<file path="src/hw/rtl/dnsd_pkg.sv">
// Package: shared constants, types and codes of the DNS name decompressor.
`timescale 1ns / 1ps

package dnsd_pkg;

  localparam int STORE_BYTES_DEF      = 512;
  localparam int MAX_NAME_CHARS_DEF   = 255;
  localparam int CHARS_PER_RESULT_DEF = 8;

  localparam int POS_W     = 9;
  localparam int BYTE_W    = 8;
  localparam int PTR_W     = 15;
  localparam int OFF_HI_W  = 6;
  localparam int CHUNK_W   = 64;
  localparam int CNT_W     = 4;
  localparam int CONS_W    = 10;
  localparam int HOPS_W    = 5;
  localparam int HOP_CNT_W = 6;
  localparam int LEN_W     = 8;
  localparam int NEED_W    = 10;

  localparam logic [HOPS_W-1:0] HOPS_RESET = 5'd8;
  localparam logic [BYTE_W-1:0] PTR_MARK   = 8'd192;
  localparam logic [BYTE_W-1:0] DOT_CHAR   = 8'h2E;

  typedef enum logic {
    OP_LOAD   = 1'b0,
    OP_DECODE = 1'b1
  } op_e;

  typedef enum logic [1:0] {
    STAT_OK    = 2'd0,
    STAT_HOPS  = 2'd1,
    STAT_LONG  = 2'd2,
    STAT_RANGE = 2'd3
  } status_e;

  typedef enum logic [2:0] {
    W_IDLE,
    W_FETCH,
    W_BYTE,
    W_PTR,
    W_LABEL,
    W_DONE,
    W_WAIT
  } walk_state_e;

  typedef enum logic [1:0] {
    P_IDLE,
    P_GATHER,
    P_FIN
  } pack_state_e;

  typedef struct packed {
    logic              en;
    logic [LEN_W-1:0]  addr;
    logic [BYTE_W-1:0] data;
  } name_wr_t;

  typedef struct packed {
    logic              start;
    logic [LEN_W-1:0]  len;
    logic [CONS_W-1:0] consumed;
    status_e           status;
  } job_t;

endpackage

</file>
<file path="src/hw/rtl/dnsd_packer.sv">
// Packer: name buffer, chunk assembly and result output register.
`timescale 1ns / 1ps

module dnsd_packer
  import dnsd_pkg::*;
#(
  parameter int MAX_NAME_CHARS   = MAX_NAME_CHARS_DEF,
  parameter int CHARS_PER_RESULT = CHARS_PER_RESULT_DEF
) (
  input  logic               clk_i,
  input  logic               rst_ni,
  input  name_wr_t           name_wr_i,
  input  job_t               job_i,
  output logic               done_o,
  output logic               out_valid_o,
  input  logic               out_stall_i,
  output logic [CHUNK_W-1:0] out_name_chunk_o,
  output logic [CNT_W-1:0]   out_chunk_bytes_o,
  output logic               out_last_chunk_o,
  output logic [CONS_W-1:0]  out_consumed_bytes_o,
  output logic [1:0]         out_status_o
);

  localparam int NAW = $clog2(MAX_NAME_CHARS);
  localparam logic [CNT_W-1:0] CPR = CNT_W'(CHARS_PER_RESULT);

  pack_state_e state_q, state_d;
  logic [LEN_W-1:0]   len_q, len_d;
  logic [CONS_W-1:0]  cons_q, cons_d;
  status_e            status_q, status_d;
  logic [LEN_W-1:0]   pos_q, pos_d;
  logic [CNT_W-1:0]   cnt_q, cnt_d;
  logic               pend_q, pend_d;
  logic [CHUNK_W-1:0] chunk_q, chunk_d;

  logic               ov_q, ov_d;
  logic [CHUNK_W-1:0] oc_q, oc_d;
  logic [CNT_W-1:0]   ob_q, ob_d;
  logic               ol_q, ol_d;
  logic [CONS_W-1:0]  ocons_q, ocons_d;
  status_e            ost_q, ost_d;

  logic [BYTE_W-1:0] mem [MAX_NAME_CHARS];
  logic [BYTE_W-1:0] nrdata_q;
  logic [CNT_W-1:0]  cnt_n;
  logic              out_free;
  logic              issue;
  logic              last;

  assign out_free             = !ov_q || !out_stall_i;
  assign out_valid_o          = ov_q;
  assign out_name_chunk_o     = oc_q;
  assign out_chunk_bytes_o    = ob_q;
  assign out_last_chunk_o     = ol_q;
  assign out_consumed_bytes_o = ocons_q;
  assign out_status_o         = ost_q;

  always_ff @(posedge clk_i) begin
    if (name_wr_i.en) begin
      mem[name_wr_i.addr[NAW-1:0]] <= name_wr_i.data;
    end
    nrdata_q <= mem[pos_q[NAW-1:0]];
  end

  always_ff @(posedge clk_i or negedge rst_ni) begin
    if (!rst_ni) begin
      state_q <= P_IDLE;
      pos_q   <= '0;
      cnt_q   <= '0;
      pend_q  <= 1'b0;
      ov_q    <= 1'b0;
    end else begin
      state_q <= state_d;
      pos_q   <= pos_d;
      cnt_q   <= cnt_d;
      pend_q  <= pend_d;
      ov_q    <= ov_d;
    end
  end

  always_ff @(posedge clk_i) begin
    len_q    <= len_d;
    cons_q   <= cons_d;
    status_q <= status_d;
    chunk_q  <= chunk_d;
    oc_q     <= oc_d;
    ob_q     <= ob_d;
    ol_q     <= ol_d;
    ocons_q  <= ocons_d;
    ost_q    <= ost_d;
  end

  always_comb begin
    state_d  = state_q;
    len_d    = len_q;
    cons_d   = cons_q;
    status_d = status_q;
    pos_d    = pos_q;
    cnt_d    = cnt_q;
    pend_d   = pend_q;
    chunk_d  = chunk_q;
    ov_d     = ov_q && out_stall_i;
    oc_d     = oc_q;
    ob_d     = ob_q;
    ol_d     = ol_q;
    ocons_d  = ocons_q;
    ost_d    = ost_q;
    done_o   = 1'b0;
    cnt_n    = cnt_q;
    issue    = 1'b0;
    last     = (pos_q == len_q);
    case (state_q)
      P_IDLE: begin
        if (job_i.start) begin
          len_d    = job_i.len;
          cons_d   = job_i.consumed;
          status_d = job_i.status;
          pos_d    = '0;
          cnt_d    = '0;
          pend_d   = 1'b0;
          chunk_d  = '0;
          if ((job_i.status != STAT_OK) || (job_i.len == '0)) begin
            state_d = P_FIN;
          end else begin
            state_d = P_GATHER;
          end
        end
      end
      P_FIN: begin
        if (out_free) begin
          ov_d    = 1'b1;
          oc_d    = '0;
          ob_d    = '0;
          ol_d    = 1'b1;
          ocons_d = (status_q == STAT_OK) ? cons_q : '0;
          ost_d   = status_q;
          done_o  = 1'b1;
          state_d = P_IDLE;
        end
      end
      P_GATHER: begin
        if (pend_q) begin
          chunk_d[{cnt_q[2:0], 3'b000} +: BYTE_W] = nrdata_q;
          cnt_n = cnt_q + CNT_W'(1);
        end
        issue = (pos_q < len_q) && (cnt_n < CPR);
        cnt_d = cnt_n;
        if (issue) begin
          pos_d  = pos_q + LEN_W'(1);
          pend_d = 1'b1;
        end else begin
          pend_d = 1'b0;
          if (out_free) begin
            ov_d    = 1'b1;
            oc_d    = chunk_d;
            ob_d    = cnt_n;
            ol_d    = last;
            ocons_d = last ? cons_q : '0;
            ost_d   = STAT_OK;
            chunk_d = '0;
            cnt_d   = '0;
            if (last) begin
              done_o  = 1'b1;
              state_d = P_IDLE;
            end
          end
        end
      end
      default: begin
        state_d = P_IDLE;
      end
    endcase
  end

endmodule

</file>
<file path="config.mk">
export PLATFORM = sky130hd
export DESIGN_NAME = dnsd_packer
export DESIGN_NICKNAME = d
export VERILOG_FILES = /design/src/hw/rtl/dnsd_pkg.sv /design/src/hw/rtl/dnsd_packer.sv
export SDC_FILE = /design/constraint.sdc
export NUM_CORES = 2
export LEC_CHECK = 0
export BUFFER_PORTS_ARGS = -buffer_cell sky130_fd_sc_hd__clkbuf_2
export CAP_MARGIN = 20
export CELL_PAD_IN_SITES_DETAIL_PLACEMENT = 1
export CELL_PAD_IN_SITES_GLOBAL_PLACEMENT = 1
export CORE_MARGIN = 5
export CORE_UTILIZATION = 55
export CTS_CLUSTER_DIAMETER = 120
export DETAILED_ROUTE_END_ITERATION = 12
export PLACE_DENSITY_LB_ADDON = 0.1
export SLEW_MARGIN = 25
export SYNTH_ARGS = -nofsm -noshare
export SYNTH_HDL_FRONTEND = slang
export SYNTH_SLANG_ARGS = --single-unit
</file>
<file path="constraint.sdc">
create_clock -name clk_i -period 5.8 [get_ports clk_i]
set_input_delay 1.16 -clock clk_i [delete_from_list [all_inputs] [get_ports clk_i]]
set_output_delay 1.16 -clock clk_i [all_outputs]
set_load 0.005 [all_outputs]
</file>
# [After elaboration in Yosys (flattened, before gate mapping)]
# Memories as Yosys holds them, arrays and structs flattened. A register that Yosys moved wholly into a read port is not among the register bits.
# Cells that the tools add are included.
# Widths: inputs -> output; s select.
[totals] mem_bits_ro=0 memories=1 ramBits=2040 in_bits=41 ff_bits=181 latchBits=0 output_inout_bits=83
[op_classes] n_shift=2 reduce_logical=17 div_mod_pow=0 n_addsub=3 multipliers=0 bitwise_logic=0 n_mux=56 n_eq_ne=9 magnitude_cmp=2
[mem_list] memory="mem" words=255 width=8 read_ports=1 rd_ports_with_merged_regs=1 wr=1 line_no="dnsd_packer.sv:43" text="logic [BYTE_W-1:0] mem [MAX_NAME_CHARS];"
[op_table] operator="$mux 64" n=7
[op_table] operator="$pmux 64 s2" n=2
[op_table] operator="$bwmux 64" n=1
[op_table] operator="$shift 8x8->64 const A" n=1
[op_table] operator="$shiftx 8x8->64" n=1
[op_table] operator="$mux 10" n=5
[op_table] operator="$mux 4" n=8
[op_table] operator="$pmux 10 s2" n=1
[op_table] operator="$mux 2" n=8
[op_table] operator="$mux 8" n=2
[op_table] operator="$pmux 4 s2" n=2
[op_table] operator="$pmux 8 s2" n=1
[op_table] operator="$mux 1" n=13
[op_table] operator="$ne 2x2->1 const B" n=6
[op_table] operator="$add 8x1->8 const B" n=1
[op_table] operator="$eq 8x8->1" n=1
[op_table] operator="$logic_not 8->1" n=1
[op_table] operator="$lt 8x8->1" n=1
[op_table] operator="$neg 6->8" n=1
[op_table] operator="$pmux 1 s2" n=4
[op_table] operator="$pmux 2 s3" n=1
[op_table] operator="$reduce_bool 2->1" n=3
[op_table] operator="$reduce_and 5->1" n=1
[op_table] operator="$add 4x1->4 const B" n=1
[op_table] operator="other kinds (11)" n=16

# [Depth between registers and ports, before layout]
[depth] word_depth=7 ltp_mapped=14 ltp_nobuf=9

# [Worst setup path after synthesis]
# OpenSTA, ideal clock, no wires.
[synth_timing] path_kind="register to register" start="register pos_q[0]" end="register ob_q[0] (netlist: out_chunk_bytes_o[0]) (enable)" path_slack_ns=1.414 required_time_ns=5.354 synth_period_minus_slack_ns=4.386 path_stages_with_launch=13 t_arrival_ns=3.941 path_cell_list="dfrtp_1 > buf_6 > buf_12 > buf_8 > buf_8 > inv_2 > ha_1 > nor2b_1 > o21a_1 > o21ai_0 > a21oi_1 > o21a_1 > o21a_1"
[synth_via] elab_chain_cells=4
[synth_lines] item="start, declared" line_no="dnsd_packer.sv:31" text="logic [LEN_W-1:0] pos_q, pos_d;"
[synth_lines] item="start signal, assigned" line_no="dnsd_packer.sv:74" text="pos_q <= pos_d;"
[synth_lines] item="$lt 8x8->1" line_no="dnsd_packer.sv:146" text="issue = (pos_q < len_q) && (cnt_n < CPR);"
[synth_lines] item="$logic_and 1x1->1" line_no="dnsd_packer.sv:146"
[synth_lines] item="$ne 2x2->1 (no line)"
[synth_lines] item="$reduce_and 4->1 (no line)"
[synth_lines] item="end signal, assigned" line_no="dnsd_packer.sv:87" text="ob_q <= ob_d;"
[synth_lines] item="end, declared" line_no="dnsd_packer.sv:38" text="logic [CNT_W-1:0] ob_q, ob_d;"
# Every way passes these cells.
# A chain may end at the register's enable or synchronous reset.

# [Worst setup path in the final report]
[layout_timing] start="register pos_q[0]" end="output done_o"
[layout_via] elab_chain_cells=5
[layout_lines] item="branches (longest 3 deep; another with $lt 8x8->1)"
[layout_lines] item="$mux 1 (*)" line_no="dnsd_packer.sv:148" text="if (issue) begin"
[layout_lines] item="$pmux 1 s2 (*)" line_no="dnsd_packer.sv:112" text="case (state_q)"
[layout_lines] item="end, declared" line_no="dnsd_packer.sv:14" text="output logic done_o,"
# Mark *: on every way between the ends.

==> summary.md <==
| Metric | Value |
|---|---|
| First-pass GRT wire length | 355 mm |
| Critical path class | reg2out |
| Detailed-route wire length | 250 mm |
| Inst Count DP | 6632 |
| Grt total ovfl | 0 |
| Worst slew pin tran | 1.11 ns |
| P_leak | 30.7 nW |
| Syn Area/Cell | 19.7 sq um |
| Arrival time worst endpoint | 3.86 ns |
| Net Count, Synth | 4570 |
| Largest net degree at the start of global routing | 156 |
| Worst R2R Setup Slack | 1.28 ns |
| Top cells by area, synth | edfxtp_1 (74%), mux4_2 (7.7%), mux2i_1 (3.7%) |
| Max-Cap Viols | 0 |
| Clk_lat worst skew | 0.86 ns |
| Mapped Area | 89000 sq um |
| RSZ-0062 raised after global routing | false |
| Yosys top cell area share | 0.744 |
| Vias in the first global route | 47100 |
| GRT Total Usage | 0.296 |
| RR Startpoint | pos_q[1] |
| Clock Root Buffer | clkbuf_16 |
| Placement Cell Area | 91400 sq um |
| Critical Path RT | 4.64 ns |
| Pre-antenna DRT Iters | 5 |
| Most instantiated library cell after synthesis | edfxtp_1 |
| Die Span Y | 412 um |
| Setup Viol. Count Final | 0 |
| Max-slew headroom | 0.256 |
| Yosys top cell by area | edfxtp_1 |
| Layout cells sized above 1 | 0.190 |
| Power per cell area | 390 nW/um^2 |
| R2R Path End | nrdata_q[1] |
| Top cells by count, synth | edfxtp_1 (2205), mux2i_1 (325), nor2_1 (311) |
| Die area | 170000 sq um |
| Post-route insts no fill | 7053 |
| Final core occ | 0.612 |
| Number of flops mapped to enable cells by yosys | 2205 |
| Initial antenna violation count | 15 |
| Final hold viol count | 0 |
| Post-cts repair resize count | 0 |
| DR top layer | met5 |
| Status | completed |
| Die width | 412 um |
| Peak supply drop | 0.346 mV |
| DRC errors left | 0 |
| CTS tree | built |
| Setup TNS Final | 0 ns |
| Starting Density | 0.554 |
| WHS | 0.264 ns |
| IO Count | 124 |
| Port-buffer cells | 123 |
| Post-Syn Instances | 4513 |
| Skew final | 0.0367 ns |
| Routed length on met1 | 97.5 mm |
| DR iter-0 viols | 5716 |
| Routed wl met3 | 26.4 mm |
| Core footprint | 161000 sq um |
| Max frequency | 199 MHz |
| Post-DP HPWL | 153 mm |
| Hold Path Class | in2async |
| Cell depth of the worst flop-to-flop path | 8 |
| Detail Route Antenna Nets | 0 |
| Worst Setup End Kind | output port |
| Clk sinks | 2229 |
| GP Congestion | 0.834 |
| Area added between synthesis and finish | 10.5% |
| FFs w/ async S/R, synth | 0.00718 |
| Cell row count | 147 |
| Avg WL per Cell | 35.5 um |
| Fin nets | 4754 |
| Design area | 98300 sq um |
| Count of final max-slew check failures | 0 |
| DR vias | 46100 |
| Worst slack, placed | 1.16 ns |
| Fill count | 13500 |
| Main flop type after synthesis | edfxtp_1 |
| #FFs+latches synth | 2229 |
| Distinct cell type count after synthesis | 90 |
| CTS buffer count | 221 |
| Post-CTS Hold Fix Bufs | 0 |
| Clock buffer depth | 3 |
| H-Tree Depth | 4 |
| Clock slew at reported path FFs | 0.06 ns |
| Post-synthesis sequential area ratio | 0.750 |
| Multi-input logic area | 20000 sq um |
| Vias per cell | 6.54 |
| Tcrit/Tclk final | 0.866 |
| Min Tclk post-route | 5.02 ns |
| Reg area | 66800 sq um |
| Critical path startpoint category | flip-flop |
| Total power | 38.3 mW |
| Met2 WL post-DR | 118 mm |
| Worst-path fanout max | 18 |
| Synth Warn # | 0 |
| Worst Setup Slack, final | 0.778 ns |
| Post-CTS setup buffers | 0 |
worst max-delay path by stage:
stage,from,end,slack [ns],cells past startpoint
global route,pos_q[0],done_o,0.64,10
floorplan,pos_q[0],out_chunk_bytes_o[0],1.41,12
CTS,pos_q[0],done_o,0.76,10
global placement,pos_q[2],nrdata_q[7],0.79,7
finish,pos_q[0],done_o,0.78,10
detailed placement,name_wr_i[14],mem[121][6],1.16,4
state kept, by name, summed over array words and instances, names as in the netlist, 8 cells and up:
| name | count |
|---|---|
| chunk_q | 64 |
| out_name_chunk_o | 64 |
| nrdata_q | 8 |
| mem | 2040 |
| out_consumed_bytes_o | 10 |
| cons_q | 10 |
| pos_q | 8 |
| len_q | 8 |
metal layers:
metal  vias up  GRT usage
li1      18900          -
met1     24400      0.404
met2      2405      0.460
met3       429     0.0937
met4         4     0.0953
met5         -          0
cell usage in the layout, fill, tap and decap left out, types with 40 or more instances in the layout:
cell and n:
edfxtp_1 2205, mux2i_1 325, nor2_1 306, mux4_2 305, clkbuf_16 224, nor2b_1 155, nand2_1 130, clkbuf_2 115
mux4_1 97, buf_4 94, o221ai_1 80, a21oi_1 73, clkinv_1 60, o22ai_1 58, o21ai_0 57, clkinv_2 54
clkbuf_1 40
cells by family after synthesis:
family                   count (synthesis)  synth area share
buffers and inverters                  299            0.0257
AO/OA/AOI/OAI                          431            0.0340
flip-flops                            2229             0.750
XOR/XNOR                                 3          0.000295
AND/OR/NAND/NOR                        784            0.0422
adder cells (fa/ha/maj)                 16           0.00225
multiplexers                           751             0.145
report_power, final:
part / leakage (nW) / internal [mW] / total [mW] / switching, mW
clock network: 3.39 / 7.76 / 13.8 / 6.00
logic: 7.10 / 2.62 / 6.05 / 3.43
registers: 20.2 / 18.2 / 18.5 / 0.303
final cells by class:
class | instances | area share
clock buffer | 266 | 0.0588
clock inverter | 140 | 0.0109
inverter | 21 | 0.000852
sequential | 2229 | 0.679
multi-input combinational | 1985 | 0.204
timing repair buffer | 239 | 0.0187
antenna | 13 | 0.000331
tap | 2160 | 0.0275
worst max-delay path, stage by stage (launching register included):
cell      delay [ns]
dfrtp_4         0.73
inv_2           0.30
ha_1            0.27
nor2b_1         0.12
o21a_1          0.12
o21ai_0         0.07
a21oi_1         0.40
o21a_1          0.38
o21ai_0         0.18
nor2_1          0.25
clkbuf_2        0.16
No activity file was read; power rests on OpenSTA's default activity.
